`src/sv/bipartite_ring_space_manager_top_macros.svh`:
```
// assertion macros for the bipartite ring space manager
`ifndef BIPARTITE_RING_SPACE_MANAGER_TOP_MACROS_SVH
`define BIPARTITE_RING_SPACE_MANAGER_TOP_MACROS_SVH

// property checked on every rising clock edge outside reset
`define BRSM_ASSERT(lbl, prop, msg) \
  lbl: assert property (@(posedge clk_i) disable iff (!rst_ni) (prop)) else $error(msg);

// same-cycle implication checked outside reset
`define BRSM_ASSERT_IMPL(lbl, ante, cons, msg) \
  lbl: assert property (@(posedge clk_i) disable iff (!rst_ni) (ante) |-> (cons)) \
    else $error(msg);

`endif

```
`src/sv/brsm_pkg.sv`:
```
// types and constants shared by the ring space manager files
package brsm_pkg;

  localparam int unsigned OffW   = 17;
  localparam int unsigned StartW = 16;
  localparam int unsigned AddrW  = 3;
  localparam int unsigned DataW  = 32;

  localparam logic [OffW-1:0] MaxBytes = 17'd65536;

  // register index as seen on paddr[2]
  localparam logic RegBufferBytes = 1'b0;

  typedef enum logic [1:0] {
    ReqReserve = 2'd0,
    ReqCommit  = 2'd1,
    ReqRead    = 2'd2
  } req_e;

  typedef struct packed {
    logic [1:0]      req_type;
    logic [OffW-1:0] amount;
    logic [OffW-1:0] commit_end;
  } req_t;

  typedef struct packed {
    logic              granted;
    logic [StartW-1:0] region_start;
    logic [OffW-1:0]   read_length;
    logic [OffW-1:0]   fill_level;
  } rsp_t;

  typedef struct packed {
    logic            wr;
    logic [OffW-1:0] wr_bytes;
    logic [OffW-1:0] bytes;
  } cfg_t;

endpackage

```
`src/sv/brsm_req_if.sv`:
```
// request channel: valid/ready plus the request fields
interface brsm_req_if;
  import brsm_pkg::*;

  logic            valid;
  logic            ready;
  logic [1:0]      req_type;
  logic [OffW-1:0] amount;
  logic [OffW-1:0] commit_end;

  modport source (output valid, req_type, amount, commit_end, input ready);
  modport sink   (input valid, req_type, amount, commit_end, output ready);
endinterface

```
`src/sv/brsm_rsp_if.sv`:
```
// result channel: valid/ready plus the result fields
interface brsm_rsp_if;
  import brsm_pkg::*;

  logic              valid;
  logic              ready;
  logic              granted;
  logic [StartW-1:0] region_start;
  logic [OffW-1:0]   read_length;
  logic [OffW-1:0]   fill_level;

  modport source (output valid, granted, region_start, read_length, fill_level, input ready);
  modport sink   (input valid, granted, region_start, read_length, fill_level, output ready);
endinterface

```
`src/sv/brsm_regs.sv`:
```
// apb configuration register holding the buffer length
module brsm_regs (
  input  logic                          clk_i,
  input  logic                          rst_ni,
  input  logic                          psel,
  input  logic                          penable,
  input  logic                          pwrite,
  input  logic [brsm_pkg::AddrW-1:0]    paddr,
  input  logic [brsm_pkg::DataW-1:0]    pwdata,
  output logic [brsm_pkg::DataW-1:0]    prdata,
  output logic                          pready,
  output brsm_pkg::cfg_t                cfg_o
);
  import brsm_pkg::*;

  logic [OffW-1:0] bytes_q, bytes_d;
  logic [OffW-1:0] wr_val;
  logic            wr_en;

  assign wr_en = psel && penable && pwrite && (paddr[2] == RegBufferBytes);

  // saturate the written length into 1..MaxBytes
  always_comb begin
    wr_val = pwdata[OffW-1:0];
    if (wr_val == '0) begin
      wr_val = {{(OffW-1){1'b0}}, 1'b1};
    end else if (wr_val > MaxBytes) begin
      wr_val = MaxBytes;
    end
    bytes_d = wr_en ? wr_val : bytes_q;
  end

  always_ff @(posedge clk_i or negedge rst_ni) begin
    if (!rst_ni) begin
      bytes_q <= MaxBytes;
    end else begin
      bytes_q <= bytes_d;
    end
  end

  assign pready = 1'b1;
  assign prdata = (paddr[2] == RegBufferBytes)
                ? {{(DataW-OffW){1'b0}}, bytes_q} : '0;

  assign cfg_o.wr       = wr_en;
  assign cfg_o.wr_bytes = wr_val;
  assign cfg_o.bytes    = bytes_q;
endmodule

```
`src/sv/brsm_engine.sv`:
```
// offset state and the single-pass reserve/commit/read step
module brsm_engine (
  input  logic           clk_i,
  input  logic           rst_ni,
  input  brsm_pkg::cfg_t cfg_i,
  input  logic           step_i,
  input  brsm_pkg::req_t req_i,
  output brsm_pkg::rsp_t rsp_o
);
  import brsm_pkg::*;

  logic [OffW-1:0] ro_q, ro_d;
  logic [OffW-1:0] wo_q, wo_d;
  logic [OffW-1:0] hm_q, hm_d;
  logic [OffW-1:0] avail;
  logic [OffW-1:0] len;
  logic [OffW-1:0] start;
  logic            granted;

  always_comb begin
    ro_d    = ro_q;
    wo_d    = wo_q;
    hm_d    = hm_q;
    granted = 1'b0;
    start   = '0;
    len     = '0;
    avail   = '0;
    if (cfg_i.wr) begin
      ro_d = '0;
      wo_d = '0;
      hm_d = cfg_i.wr_bytes;
    end else if (step_i) begin
      case (req_e'(req_i.req_type))
        ReqReserve: begin
          if (ro_q <= wo_q) begin
            if (hm_q >= wo_q && (hm_q - wo_q) >= req_i.amount) begin
              granted = 1'b1;
              start   = wo_q;
            end else if (ro_q > req_i.amount) begin
              granted = 1'b1;
            end
          end else if ((ro_q - wo_q) > req_i.amount) begin
            granted = 1'b1;
            start   = wo_q;
          end
        end
        ReqCommit: begin
          if (req_i.commit_end <= cfg_i.bytes) begin
            // a backward commit means the write wrapped: remember the old end
            if (req_i.commit_end < wo_q) begin
              hm_d = wo_q;
            end
            wo_d    = req_i.commit_end;
            granted = 1'b1;
          end
        end
        ReqRead: begin
          if (wo_q >= ro_q) begin
            avail = wo_q - ro_q;
          end else if (hm_q > ro_q) begin
            avail = hm_q - ro_q;
          end
          len  = (avail < req_i.amount) ? avail : req_i.amount;
          ro_d = ro_q + len;
          if (len != '0) begin
            granted = 1'b1;
            start   = ro_q;
            if (wo_q >= ro_q) begin
              // drained completely: restart both offsets at zero
              if (ro_d == wo_q) begin
                ro_d = '0;
                wo_d = '0;
              end
            end else if (ro_d == hm_q) begin
              ro_d = '0;
              hm_d = cfg_i.bytes;
            end
          end
        end
        default: begin
        end
      endcase
    end
  end

  always_ff @(posedge clk_i or negedge rst_ni) begin
    if (!rst_ni) begin
      ro_q <= '0;
      wo_q <= '0;
      hm_q <= MaxBytes;
    end else begin
      ro_q <= ro_d;
      wo_q <= wo_d;
      hm_q <= hm_d;
    end
  end

  always_comb begin
    rsp_o.granted      = granted;
    rsp_o.region_start = start[StartW-1:0];
    rsp_o.read_length  = len;
    if (wo_d >= ro_d) begin
      rsp_o.fill_level = wo_d - ro_d;
    end else if (hm_d >= ro_d) begin
      rsp_o.fill_level = hm_d - ro_d + wo_d;
    end else begin
      rsp_o.fill_level = wo_d;
    end
  end
endmodule

```
`src/sv/bipartite_ring_space_manager_top.sv`:
```
// top level of the bipartite ring space manager
// a request passes through the input reg, then the result reg, before its result is valid
// one request per cycle unless a result stalls; offsets and result reg load in the same cycle
// a stalled result holds the result reg, and the input reg takes one more request
// reset clears both offsets and sets buffer length and watermark to 65536
`include "bipartite_ring_space_manager_top_macros.svh"
module bipartite_ring_space_manager_top (
  input  logic                       clk_i,
  input  logic                       rst_ni,
  brsm_req_if.sink                   req_i,
  brsm_rsp_if.source                 rsp_o,
  input  logic                       psel,
  input  logic                       penable,
  input  logic                       pwrite,
  input  logic [brsm_pkg::AddrW-1:0] paddr,
  input  logic [brsm_pkg::DataW-1:0] pwdata,
  output logic [brsm_pkg::DataW-1:0] prdata,
  output logic                       pready
);
  import brsm_pkg::*;

  cfg_t cfg;
  req_t in_q;
  rsp_t step_rsp;
  rsp_t out_q;
  logic in_valid_q;
  logic out_valid_q;
  logic advance;
  logic in_take;

  brsm_regs u_regs (
    .clk_i   (clk_i),
    .rst_ni  (rst_ni),
    .psel    (psel),
    .penable (penable),
    .pwrite  (pwrite),
    .paddr   (paddr),
    .pwdata  (pwdata),
    .prdata  (prdata),
    .pready  (pready),
    .cfg_o   (cfg)
  );

  brsm_engine u_engine (
    .clk_i  (clk_i),
    .rst_ni (rst_ni),
    .cfg_i  (cfg),
    .step_i (advance),
    .req_i  (in_q),
    .rsp_o  (step_rsp)
  );

  // the held request moves on when the result slot is free or being emptied
  assign advance     = in_valid_q && (!out_valid_q || rsp_o.ready);
  assign req_i.ready = !in_valid_q || advance;
  assign in_take     = req_i.valid && req_i.ready;

  always_ff @(posedge clk_i or negedge rst_ni) begin
    if (!rst_ni) begin
      in_valid_q  <= 1'b0;
      out_valid_q <= 1'b0;
    end else begin
      if (in_take) begin
        in_valid_q <= 1'b1;
      end else if (advance) begin
        in_valid_q <= 1'b0;
      end
      if (advance) begin
        out_valid_q <= 1'b1;
      end else if (rsp_o.ready) begin
        out_valid_q <= 1'b0;
      end
    end
  end

  always_ff @(posedge clk_i) begin
    if (in_take) begin
      in_q.req_type   <= req_i.req_type;
      in_q.amount     <= req_i.amount;
      in_q.commit_end <= req_i.commit_end;
    end
    if (advance) begin
      out_q <= step_rsp;
    end
  end

  assign rsp_o.valid        = out_valid_q;
  assign rsp_o.granted      = out_q.granted;
  assign rsp_o.region_start = out_q.region_start;
  assign rsp_o.read_length  = out_q.read_length;
  assign rsp_o.fill_level   = out_q.fill_level;

  `BRSM_ASSERT_IMPL(a_full_blocks_req, in_valid_q && out_valid_q && !rsp_o.ready, !req_i.ready, "request taken while both stages are full")
  `BRSM_ASSERT_IMPL(a_fill_in_range, out_valid_q, out_q.fill_level <= cfg.bytes, "fill level above buffer length")
  `BRSM_ASSERT_IMPL(a_denied_is_clean, out_valid_q && !out_q.granted, out_q.region_start == '0 && out_q.read_length == '0, "denied result carries a region")
  `BRSM_ASSERT(a_len_needs_grant, !(out_valid_q && out_q.read_length != '0 && !out_q.granted), "read length without grant")
endmodule
```
`src/flat_wrapper.sv`:
```
// flat-port wrapper written by rule: the top's interface ports become plain ports
module bipartite_ring_space_manager_top_flat import brsm_pkg::*;
  (clk_i, rst_ni, psel, penable, pwrite, paddr, pwdata, prdata, pready, req_i_valid, req_i_req_type, req_i_amount, req_i_commit_end, req_i_ready, rsp_o_valid, rsp_o_granted, rsp_o_region_start, rsp_o_read_length, rsp_o_fill_level, rsp_o_ready);
  brsm_req_if req_i_i ();
  brsm_rsp_if rsp_o_i ();
  input  logic clk_i;
  input  logic rst_ni;
  input  logic psel;
  input  logic penable;
  input  logic pwrite;
  input  logic [brsm_pkg::AddrW-1:0] paddr;
  input  logic [brsm_pkg::DataW-1:0] pwdata;
  output logic [brsm_pkg::DataW-1:0] prdata;
  output logic pready;
  input wire logic [$bits(req_i_i.valid)-1:0] req_i_valid;
  input wire logic [$bits(req_i_i.req_type)-1:0] req_i_req_type;
  input wire logic [$bits(req_i_i.amount)-1:0] req_i_amount;
  input wire logic [$bits(req_i_i.commit_end)-1:0] req_i_commit_end;
  output wire logic [$bits(req_i_i.ready)-1:0] req_i_ready;
  output wire logic [$bits(rsp_o_i.valid)-1:0] rsp_o_valid;
  output wire logic [$bits(rsp_o_i.granted)-1:0] rsp_o_granted;
  output wire logic [$bits(rsp_o_i.region_start)-1:0] rsp_o_region_start;
  output wire logic [$bits(rsp_o_i.read_length)-1:0] rsp_o_read_length;
  output wire logic [$bits(rsp_o_i.fill_level)-1:0] rsp_o_fill_level;
  input wire logic [$bits(rsp_o_i.ready)-1:0] rsp_o_ready;
  assign req_i_i.valid = req_i_valid;
  assign req_i_i.req_type = req_i_req_type;
  assign req_i_i.amount = req_i_amount;
  assign req_i_i.commit_end = req_i_commit_end;
  assign req_i_ready = req_i_i.ready;
  assign rsp_o_valid = rsp_o_i.valid;
  assign rsp_o_granted = rsp_o_i.granted;
  assign rsp_o_region_start = rsp_o_i.region_start;
  assign rsp_o_read_length = rsp_o_i.read_length;
  assign rsp_o_fill_level = rsp_o_i.fill_level;
  assign rsp_o_i.ready = rsp_o_ready;
  bipartite_ring_space_manager_top u_core (.clk_i(clk_i), .rst_ni(rst_ni), .req_i(req_i_i), .rsp_o(rsp_o_i), .psel(psel), .penable(penable), .pwrite(pwrite), .paddr(paddr), .pwdata(pwdata), .prdata(prdata), .pready(pready));
endmodule
```
`config.mk`:
```
export PLATFORM = sky130hd
export DESIGN_NAME = bipartite_ring_space_manager_top_flat
export DESIGN_NICKNAME = d
export VERILOG_FILES = /design/src/sv/brsm_pkg.sv /design/src/sv/brsm_req_if.sv /design/src/sv/brsm_rsp_if.sv /design/src/sv/brsm_regs.sv /design/src/sv/brsm_engine.sv /design/src/sv/bipartite_ring_space_manager_top.sv /design/src/flat_wrapper.sv
export VERILOG_INCLUDE_DIRS = /design/src /design/src/sv
export SDC_FILE = /design/constraint.sdc
export NUM_CORES = 1
export LEC_CHECK = 0
export CAP_MARGIN = 10
export CELL_PAD_IN_SITES_DETAIL_PLACEMENT = 1
export CELL_PAD_IN_SITES_GLOBAL_PLACEMENT = 2
export CORE_ASPECT_RATIO = 1.5
export CORE_MARGIN = 5
export CORE_UTILIZATION = 44
export DETAILED_ROUTE_END_ITERATION = 8
export DONT_BUFFER_PORTS = 1
export GPL_ROUTABILITY_DRIVEN = 0
export PLACE_DENSITY = 0.95
export SETUP_SLACK_MARGIN = 0.3
export SLEW_MARGIN = 20
export SYNTH_ARGS = -nofsm -noshare
export SYNTH_HDL_FRONTEND = slang
export SYNTH_HIERARCHICAL = 1
export SYNTH_SLANG_ARGS = --single-unit
```
`constraint.sdc`:
```
create_clock -name clk_i -period 18.5 [get_ports clk_i]
set_input_delay 2.775 -clock clk_i [delete_from_list [all_inputs] [get_ports clk_i]]
set_output_delay 2.775 -clock clk_i [all_outputs]
set_load 0.03 [all_outputs]
```
**Yosys cells after proc, flatten, opt, wreduce, memory -nomap -nowiden**

Index checks and enable logic that the tools add are counted.
W data, S select, Z words.

- Flip-flop bits (word level): 157
- Output and inout port bits: 86
- Word-level logic and storage cells: 105

- $add $sub $neg: 8
- Order comparisons: 13
- Equal/unequal tests: 4
- Multiplexer cells: 49
- Bitwise logic cells: 2
- Reductions and logical operators: 16

Operators with widths:

| operator | count |
|---|---|
| $mux W17 | 31 |
| $sub A17 B17 Y17 | 6 |
| $ge A17 B17 Y1 | 5 |
| $pmux W17 S2 | 2 |
| $mux W16 | 4 |
| $gt A17 B17 Y1 | 3 |
| $add A17 B17 Y17 | 2 |
| $eq A17 B17 Y1 | 2 |
| $le A17 B17 Y1 | 2 |
| $lt A17 B17 Y1 | 2 |
| $pmux W16 S2 | 1 |
| $gt A17 B17 Y1 const B | 1 |
| $logic_not A17 Y1 | 1 |
| $reduce_bool A17 Y1 | 1 |
| $mux W1 | 10 |
| $logic_and A1 B1 Y1 | 6 |
| $reduce_bool A2 Y1 | 2 |
| $pmux W1 S3 | 1 |
| $eq A2 B1 Y1 const B | 1 |
| $eq A2 B2 Y1 const B | 1 |
| $logic_not A1 Y1 | 2 |
| $logic_not A2 Y1 | 1 |
| $logic_or A1 B1 Y1 | 2 |
| $not A1 Y1 | 2 |
| $reduce_or A2 Y1 | 1 |

**Depth between registers and ports, before layout**

- Depth after elaboration: 20
- Mapped depth: 58

**Modules after synthesis**

The synthesis kept the hierarchy.

By module, submodules not included:

| module | instances | cells each | area an instance (µm²) | sequential area each (µm²) |
|---|---|---|---|---|
| brsm_engine | 1 | 1816 | 13852.0 | 1277.5 |
| bipartite_ring_space_manager_top | 1 | 95 | 2716.4 | 2662.6 |
| brsm_regs | 1 | 121 | 1223.7 | 426.7 |

**Least setup slack after synthesis**

OpenSTA, ideal clock, no wires.

- Kind: reg2reg
- From: register u_core.u_engine.ro_q[5]
- To: register u_core.out_q, in the netlist u_core/rsp_o.fill_level[16], data pin
- Arrival: 11.607 ns
- Required time: 18.236 ns
- Slack: 6.629 ns
- Cell stages (with the launch flop): 56
- Path buffers: 7
- Cells stage by stage: dfrtp_1 -> inv_1 -> ha_1 -> buf_6 -> or2_1 -> a21o_1 -> a31o_1 -> a31oi_4 -> o211ai_1 -> clkbuf_1 -> or2_2 -> o32ai_1 -> ha_1 -> and4_1 -> a221o_1 -> a21oi_1 -> o21ai_0 -> or2_2 -> [20 not listed] -> a22oi_1 -> nor2_1 -> fa_1 -> inv_1 -> fa_1 -> a211oi_1 -> o21ai_0 -> a21o_1 -> a21oi_1 -> o2111ai_1 -> o211ai_1 -> o2111ai_1 -> a21oi_1 -> xnor2_1 -> nor2_1 -> nand2_1 -> mux2i_1 -> o21ai_0

RTL lines:

| what | line | text |
|---|---|---|
| start: declaration | brsm_engine.sv:12 | `logic [OffW-1:0] ro_q, ro_d;` |
| start signal: assignment | brsm_engine.sv:92 | `ro_q <= ro_d;` |
| end signal: assignment | bipartite_ring_space_manager_top.sv:83 | `out_q <= step_rsp;` |
| end: declaration | bipartite_ring_space_manager_top.sv:25 | `rsp_t out_q;` |

==> qor.yml <==
status: "complete, no violations"
die_y_um: 256
cts.path.max_buffers: 2
track_usage_pct: 29.2
seq_area_frac_synth_pct: 24.5
hold_path_class: "flip-flop to flip-flop"
startpoint: "u_core/u_engine/wo_q[5]"
dpl.hpwl_um: 54000
worstSetupPathType: "flip-flop to flip-flop"
synthToLayoutAreaGrowth_pct: 5.13
drc_errors: 0
ant_nets: 0
dieWidth_um: 174
yosys_warnings: 6
nets: 2326
cts_resized: 0
clockRootBuffer: "clkbuf_16"
r2r-start: "u_core/u_engine/wo_q[5]"
routed_wl_um: 67100
synth_area_mm2: 0.0178
endpoint: "u_core/rsp_o.fill_level[16]"
maxSlewViolCount: 0
startpoint_type: "flip-flop"
cts_sinks: 157
post-cts-setup-buffer-count: 0
synth_top_cells_by_count: "240 x ha_1, 164 x inv_1, 154 x a21oi_1"
synthTopCellsByArea: "ha_1 17%, edfxtp_1 15%, dfrtp_1 9.6%, a21oi_1 4.3%, xnor2_1 3.5%"
fin_crit_sh_pct: 80.9
yosys.area.top_type: "ha_1"
tns_ns: 0
clk_pin_slew_worst_paths_ns: 0.08
rows: 90
coreArea_mm2: 0.0401
drtPass1Iterations: 5
viasPerCell: 6.52
reg2reg_depth: 49
clock_latency_ns: 0.46
arrival_ns: 15.17
synthFlopType: "edfxtp_1"
slowest_delay_ns: 0.71
regToRegEndpoint: "u_core/rsp_o.fill_level[16]"
fin_skew_ns: 0.0134
rrSetupSlack_ns: 3.54
dieArea_mm2: 0.0446
synthArstFlopShare_pct: 44.6
synthCells: 2032
grt-ovfl-total: 0
hold_violations: 0
wl_per_cell_um: 26.8
synth.avg_cell_area_um2: 8.76
htree_levels: 4
worstPathMaxFanout: 36
crit_required_ns: 18.70
synth_edf_count: 87
min_period_ns: 14.96
grt_antenna_before_repair: 2
rsz0062_at_grt: "no"
maxCapViolCount: 0
slew_headroom_pct: 24.1
max_freq_mhz: 66.8
end_kind: "flip-flop"
worst_pin_slew_ns: 1.13
synth.distinct_cells: 90
start_util_pct: 44.4
grt_pass1_vias: 17600
grt_max_degree: 71
cts_inserted_buffers: 17
cts_tree: "built"
yosysMostFrequentCell: "ha_1"
grt_pass1_wl_um: 101000
pin_count: 164
slowest_stage: "dfrtp_1"
drtIter0Drc: 950
synth_seq_cells: 157
diodes: 0
drive_gt1_share_pct: 6.05
vias: 16300
setup_violations: 0
synth_top_area_share_pct: 16.9
ctsHoldBuffers: 0
io_buffers: 0
==> kinds of logic (layout without fill, tap and decap cells) <==
group / Yosys count / in the layout / synth area share (%)
AO/OA/AOI/OAI: 611 / 611 / 23.0
AND/OR/NAND/NOR: 543 / 543 / 16.2
buffers and inverters: 265 / 218 / 6.46
adder cells (fa/ha/maj): 262 / 262 / 19.4
flip-flops: 157 / 157 / 24.5
XOR/XNOR: 123 / 123 / 6.29
multiplexers: 69 / 69 / 4.08
other: 2 / 16 / 0.0422
==> final cells by class <==
class                           count  area [um2]
Clock buffer                       17         425
Tap cell                          506         633
Inverter                          164         616
Sequential cell                   157        4370
Clock inverter                     15         149
Multi-Input combinational cell   1624       12400
Timing Repair Buffer               22         165
Fill cell                        4693       21400
==> worst min-delay path by stage <==
stage | from | endpoint | slack, ns | cells after the start
2_1_floorplan | u_core/u_regs/bytes_q[16] | u_core/u_regs/bytes_q[16] | 0.50 | 1
3_3_place_gp | u_core/in_valid_q | u_core/rsp_o.valid | 0.52 | 1
3_5_place_dp | u_core/in_valid_q | u_core/rsp_o.valid | 0.53 | 1
4_1_cts | u_core/in_valid_q | u_core/rsp_o.valid | 0.56 | 1
5_1_grt | u_core/in_valid_q | u_core/rsp_o.valid | 0.58 | 1
6_report | u_core/in_valid_q | u_core/rsp_o.valid | 0.55 | 1
==> cell usage in the layout, fill, tap and decap left out, types with 34 or more instances in the layout <==
master | Yosys | final
edfxtp_1 | 87 | 87
ha_1 | 240 | 240
xnor2_1 | 71 | 71
a211oi_1 | 37 | 37
mux2i_1 | 50 | 50
inv_1 | 164 | 163
dfrtp_1 | 68 | 68
nor2b_1 | 38 | 38
nand3_1 | 46 | 46
a21oi_1 | 154 | 154
a22oi_1 | 48 | 48
nand4_1 | 35 | 35
nor3_1 | 34 | 34
nand2_1 | 84 | 84
xor2_1 | 49 | 49
a21o_1 | 57 | 57
o21ai_0 | 119 | 119
nor2_1 | 139 | 139
==> flip-flops by register name, summed over array words and instances, names as in the netlist <==
name                       count
u_core/rsp_o.read_length      17
u_core/rsp_o.granted           1
u_core/u_engine/hm_q          17
u_core/u_regs/bytes_q         17
u_core/in_q                   36
u_core/rsp_o.region_start     16
u_core/u_engine/wo_q          17
u_core/in_valid_q              1
u_core/rsp_o.fill_level       17
u_core/u_engine/ro_q          17
u_core/rsp_o.valid             1
==> routing by layer <==
metal,share of wire [%],global-route usage (%),wire length (um),vias to the layer above
met5,0,0,0,-
met4,8.1,20.3,5420,0
met3,4.2,3.39,2810,223
met2,51,52.7,34000,607
met1,37,31.6,25000,8109
li1,-,-,-,7399
==> through the flow <==
step	utilization (%)	cells	hold WS [ns]	area [um2]	setup slack, ns
floorplan	-	2046	0.504	17800	6.63
global placement	45.2	2473	0.523	18100	4.30
detailed placement	45.2	2473	0.532	18100	3.95
CTS	46.7	2505	0.562	18700	3.90
global route	46.7	2505	0.578	18700	2.98
finish	46.7	2505	0.553	18700	3.54
==> critical path, delay by kind of cell (launching register included) <==
| family | cells | cell delay, ns |
|---|---|---|
| fa+ha+maj | 5 | 1.95 |
| flops | 1 | 0.71 |
| simple gates | 14 | 4.43 |
| compound gates | 22 | 5.60 |
| xor+xnor | 2 | 0.76 |
| buf+inv | 5 | 1.04 |
| mux | 1 | 0.15 |
Power is left out: the tool's default activity adds up to more than one toggle a clock period on the data nets, which glitch-free logic cannot reach.
